### config.mk
export PLATFORM = sky130hd
export DESIGN_NAME = tlpt_ctrl
export DESIGN_NICKNAME = d
export VERILOG_FILES = /design/src/rtl/core/tlpt_pkg.sv /design/src/rtl/core/tlpt_ctrl.sv
export VERILOG_INCLUDE_DIRS = /design/src /design/src/rtl/core
export SDC_FILE = /design/constraint.sdc
export NUM_CORES = 1
export LEC_CHECK = 0
export BUFFER_PORTS_ARGS = -buffer_cell sky130_fd_sc_hd__buf_2
export CORE_AREA = 2 2 39 41
export CTS_CLUSTER_DIAMETER = 150
export DETAILED_ROUTE_END_ITERATION = 10
export DIE_AREA = 0 0 41 43
export PLACE_DENSITY_LB_ADDON = 0.15
export SYNTH_ARGS = -nofsm -noshare
export SYNTH_HDL_FRONTEND = slang
export SYNTH_SLANG_ARGS = --single-unit
### constraint.sdc
create_clock -name clk_i -period 1.1 [get_ports clk_i]
set_clock_uncertainty 0.15 [all_clocks]
set_input_delay 0.11 -clock clk_i [delete_from_list [all_inputs] [get_ports clk_i]]
set_output_delay 0.11 -clock clk_i [all_outputs]
set_load 0.01 [all_outputs]
### src/rtl/core/two_level_page_table_top_macros.svh
// assertion macros used by the page table controller
`ifndef TWO_LEVEL_PAGE_TABLE_TOP_MACROS_SVH
`define TWO_LEVEL_PAGE_TABLE_TOP_MACROS_SVH

// same-cycle implication, disabled while in reset
`define TLPT_ASSERT_NOW(label, clk, rst_n, ante, cons, msg) \
  label: assert property (@(posedge clk) disable iff (!rst_n) (ante) |-> (cons)) \
    else $error(msg);

// next-cycle implication, disabled while in reset
`define TLPT_ASSERT_NEXT(label, clk, rst_n, ante, cons, msg) \
  label: assert property (@(posedge clk) disable iff (!rst_n) (ante) |=> (cons)) \
    else $error(msg);

`endif

### src/rtl/core/tlpt_pkg.sv
// shared constants, status codes and control structs of the page table
`timescale 1ns / 1ps

package tlpt_pkg;

  localparam int unsigned TABLE_SLOTS_DEF = 8;
  localparam int unsigned IDX_W           = 10;
  localparam int unsigned DIR_ENTRIES     = 1024;
  localparam int unsigned TBL_ENTRIES     = 1024;
  localparam int unsigned OFF_W           = 12;
  localparam int unsigned ADDR_W          = 32;
  localparam int unsigned FLAGS_W         = 12;
  localparam int unsigned DIR_LSB         = 22;
  localparam int unsigned PAGE_LSB        = 12;

  localparam int unsigned STATUS_W  = 3;
  localparam int unsigned S_TDATA_W = 80;
  localparam int unsigned M_TDATA_W = 32;

  localparam logic OP_TRANSLATE = 1'b0;
  localparam logic OP_MAP       = 1'b1;

  localparam logic [STATUS_W-1:0] ST_TRANSLATED = 3'd0;
  localparam logic [STATUS_W-1:0] ST_NOT_MAPPED = 3'd1;
  localparam logic [STATUS_W-1:0] ST_MAPPED     = 3'd2;
  localparam logic [STATUS_W-1:0] ST_ALREADY    = 3'd3;
  localparam logic [STATUS_W-1:0] ST_NO_TABLE   = 3'd4;

  typedef struct packed {
    logic clear;
    logic load;
    logic alloc;
    logic page_rd;
    logic fin_dir;
    logic fin_page;
  } dp_cmd_t;

  typedef struct packed {
    logic clear_done;
    logic op;
    logic dir_present;
    logic pool_full;
    logic out_free;
  } dp_status_t;

endpackage

### src/rtl/core/tlpt_ctrl.sv
// controller state machine: clear sweep, directory step, page step
`timescale 1ns / 1ps

`include "two_level_page_table_top_macros.svh"

module tlpt_ctrl (
  input  logic                 clk_i,
  input  logic                 rst_ni,
  input  logic                 s_tvalid_i,
  output logic                 s_tready_o,
  input  tlpt_pkg::dp_status_t sts_i,
  output tlpt_pkg::dp_cmd_t    cmd_o
);

  import tlpt_pkg::*;

  localparam logic [1:0] S_CLEAR = 2'd0;
  localparam logic [1:0] S_IDLE  = 2'd1;
  localparam logic [1:0] S_DIR   = 2'd2;
  localparam logic [1:0] S_PAGE  = 2'd3;

  logic [1:0] state_q, state_d;
  logic       ready;
  logic       walk_on;

  // the page step is needed when the directory hits or a table can be allocated
  assign walk_on = sts_i.dir_present | ((sts_i.op == OP_MAP) & ~sts_i.pool_full);

  always_comb begin
    state_d = state_q;
    cmd_o   = '0;
    ready   = 1'b0;
    case (state_q)
      S_CLEAR: begin
        cmd_o.clear = 1'b1;
        if (sts_i.clear_done) begin
          state_d = S_IDLE;
        end
      end
      S_IDLE: begin
        ready = 1'b1;
      end
      S_DIR: begin
        if (walk_on) begin
          cmd_o.page_rd = 1'b1;
          cmd_o.alloc   = ~sts_i.dir_present;
          state_d       = S_PAGE;
        end else if (sts_i.out_free) begin
          cmd_o.fin_dir = 1'b1;
          ready         = 1'b1;
          state_d       = S_IDLE;
        end
      end
      S_PAGE: begin
        if (sts_i.out_free) begin
          cmd_o.fin_page = 1'b1;
          ready          = 1'b1;
          state_d        = S_IDLE;
        end
      end
      default: begin
        state_d = S_CLEAR;
      end
    endcase
    // a finishing step takes the next transaction straight away
    if (ready && s_tvalid_i) begin
      cmd_o.load = 1'b1;
      state_d    = S_DIR;
    end
  end

  always_ff @(posedge clk_i or negedge rst_ni) begin
    if (!rst_ni) begin
      state_q <= S_CLEAR;
    end else begin
      state_q <= state_d;
    end
  end

  assign s_tready_o = ready;

  `TLPT_ASSERT_NOW(a_no_accept_in_clear, clk_i, rst_ni, state_q == S_CLEAR, !s_tready_o, "accept during clear")
  `TLPT_ASSERT_NOW(a_alloc_legal, clk_i, rst_ni, cmd_o.alloc, (sts_i.op == OP_MAP) && !sts_i.dir_present && !sts_i.pool_full, "illegal table allocation")
  `TLPT_ASSERT_NOW(a_fin_needs_room, clk_i, rst_ni, cmd_o.fin_dir || cmd_o.fin_page, sts_i.out_free, "result while output full")
  `TLPT_ASSERT_NEXT(a_load_to_dir, clk_i, rst_ni, cmd_o.load, state_q == S_DIR, "load did not start a walk")

endmodule

==> flow_summary.json <==
{
  "antenna_left": 0,
  "fin_crit_ns": 1.371,
  "dp.cells": 54,
  "p_comb_frac": 0.560,
  "routed_via_density": 3.839,
  "worstPathMaxFanout": 3,
  "num_vias": 238,
  "swShare": 0.3726,
  "power_frac_clock": 0.229,
  "rrSetupSlack_ns": -0.10,
  "cts.reportedPaths.clkPinSlew_ns": 0.03,
  "cellPowerDensity_nw_per_um2": 2000,
  "grt_usage": 0.06607,
  "crit_chain": "a31oi_1, nor2_1, buf_2",
  "maxCapViolCount": 0,
  "grt-ovfl-total": 0,
  "power.switching_mw": 0.2657,
  "synthesis.area_um2": 172.7,
  "finalNonFillerCells": 62,
  "tritoncts": "done",
  "largest_register_ffs": 2,
  "p_seq_frac": 0.211,
  "drive_gt1_frac": 0.6087,
  "final_cell_mix": "buf_2, inv_1, clkbuf_4, buf_4",
  "drv_slew": 0,
  "setup_slack_ns": -0.2709,
  "rsz0062_at_grt": "true",
  "crit_buf_inv": 1,
  "hold_class": "in -> reg",
  "syn_avg_cell_area_um2": 7.507,
  "cts_root_buf": "clkbuf_4",
  "finalSetupViolCount": 9,
  "min_period_over_period": 1.246,
  "max_stage_delay_ns": 0.43,
  "place_area_um2": 275.3,
  "final-hold-violation-count": 0,
  "cts_made_buffers": 3,
  "port_buffers": 14,
  "finalWeightedCongestion": 0.7408,
  "status": "finished with violations",
  "r2r_cells": 4,
  "crit_start": "state_q[0]",
  "drt-total-wl_um": 542,
  "r2r-start": "state_q[0]",
  "syn_inst": 23,
  "grt_max_degree": 6,
  "ys_ff_latch": 2,
  "dr.pass1.iters": 3,
  "path_delay_family": "flip-flops",
  "htree_levels": 1,
  "cts_buffer_depth": 2,
  "cp.arrival_ns": 1.11,
  "setup_tns_ns": -1.718,
  "maxSlewHeadroom": 0.8234,
  "yosys_warnings": 0,
  "wl_per_cell_um": 8.742,
  "path_depth": 3,
  "row_count": 14,
  "p_leak_nw": 0.1934,
  "clk_latency_ns": 0.23,
  "tightest_slew_ns": 0.2644,
  "antenna_cells": 0,
  "fmax_ghz": 0.7294,
  "coreArea_um2": 1384,
  "regMostFlops": "state_q",
  "post-place-ws_ns": -0.06012,
  "whs_ns": 0.009672,
  "synthesis.nets": 31,
  "vdd_drop_max_mv": 0.5071,
  "drt_iter0_markers": 1,
  "finalInstanceArea_um2": 356.6,
  "rr_endpoint": "state_q[1]",
  "synth.distinct_cells": 16,
  "p_int_mw": 0.4475,
  "antenna_found_initial": 0,
  "layout.nets": 56,
  "area_growth_pct": 106.5,
  "start_kind": "flip-flop",
  "worst_setup_path_end_kind": "output port",
  "die_area_um2": 1763,
  "biggestRegsByFlops": "state_q (2)",
  "grt_pass1_vias": 211,
  "final_common_cell": "buf_2",
  "drc": 0,
  "io_pins": 15,
  "cp_slowest_cell": "dfrtp_2",
  "hpwlAfterDp_um": 405.2,
  "die_w_um": 41,
  "cts.sinks": 2,
  "die_h_um": 43,
  "cp-endpoint": "s_tready_o",
  "failed_checks": "setup timing",
  "start_util": 0.1248,
  "seq_area_frac_synth": 0.2899,
  "criticalPathCategory": "reg -> out",
  "worstPathRequired_ns": 0.84,
  "grt_pass1_wl_um": 821,
  "hold_path_startpoint": "s_tvalid_i"
}
==> cell usage after synthesis, drive strengths merged <==
cell type / instances / share of area
and3: 2 / 0.072
dfrtp: 2 / 0.29
nand3b: 1 / 0.043
nor2b: 3 / 0.14
nand3: 1 / 0.029
a32oi: 1 / 0.051
a31oi: 1 / 0.036
nor2: 2 / 0.043
nand2: 1 / 0.022
nand2b: 1 / 0.036
o21ai: 3 / 0.087
inv: 3 / 0.065
nor3: 2 / 0.087
==> repair_timing <==
action | in CTS | in global routing
pin swaps | 1 | 1
setup buffers | 1 | 2
endpoints found under the setup margin | 9 | 9
hold buffers | 2 | 0
endpoints found under the hold margin | 3 | 0
gates resized for setup | 3 | 2
==> layer usage <==
layer,vias up,track usage,part of all wire
met2,10,0.08125,0.43
met3,0,0.01571,0.087
met1,101,0.09873,0.48
met4,0,0.04000,0
met5,-,0,0
li1,127,-,-
==> worst min-delay path: cells and delay by family <==
family,cells,cell delay (ns)
and+or+nand+nor,1,0.08
AOI/OAI and AO/OA,1,0.07
buffers and inverters,1,0.08
==> power groups by stage <==
stage / logic, mW / registers, mW / clock network [mW]
3_3_place_gp: 0.280 / 0.146 / 0
3_5_place_dp: 0.278 / 0.143 / 0
5_1_grt: 0.436 / 0.155 / 0.177
4_1_cts: 0.346 / 0.143 / 0.172
6_report: 0.399 / 0.151 / 0.163
2_1_floorplan: 0.166 / 0.137 / 0
==> layout make-up <==
type	count	area (um^2)
multi-input cells	18	127.6
inverters	3	11.26
repair buffers	20	123.9
clock buffers	3	22.52
fillers	158	1027
flip-flops and latches	2	51.30
well taps	16	20.02
==> stage by stage <==
stage,util,power [mW]
after floorplan,-,0.3033
after global placement,0.1989,0.4263
after detailed placement,0.1989,0.4204
after CTS,0.2432,0.6613
after global routing,0.2577,0.7686
final,0.2577,0.7132
==> cell families after synthesis <==
| kind of cell | after synthesis | synth area share |
|---|---|---|
| simple gates | 13 | 0.4710 |
| compound gates | 5 | 0.1739 |
| buf+inv | 3 | 0.06521 |
| flops | 2 | 0.2899 |
==> how the worst min path moves through the flow <==
| stage | endpoint | cells past startpoint | slack, ns |
|---|---|---|---|
| after floorplan | state_q[0] | 0 | -0.34 |
| after global routing | state_q[1] | 3 | 0.03 |
| final | state_q[1] | 3 | 0.01 |
| after detailed placement | state_q[0] | 1 | -0.25 |
| after global placement | state_q[0] | 1 | -0.25 |
| after CTS | state_q[1] | 3 | 0.006 |
Note: power is estimated with default switching activity, not from simulation.
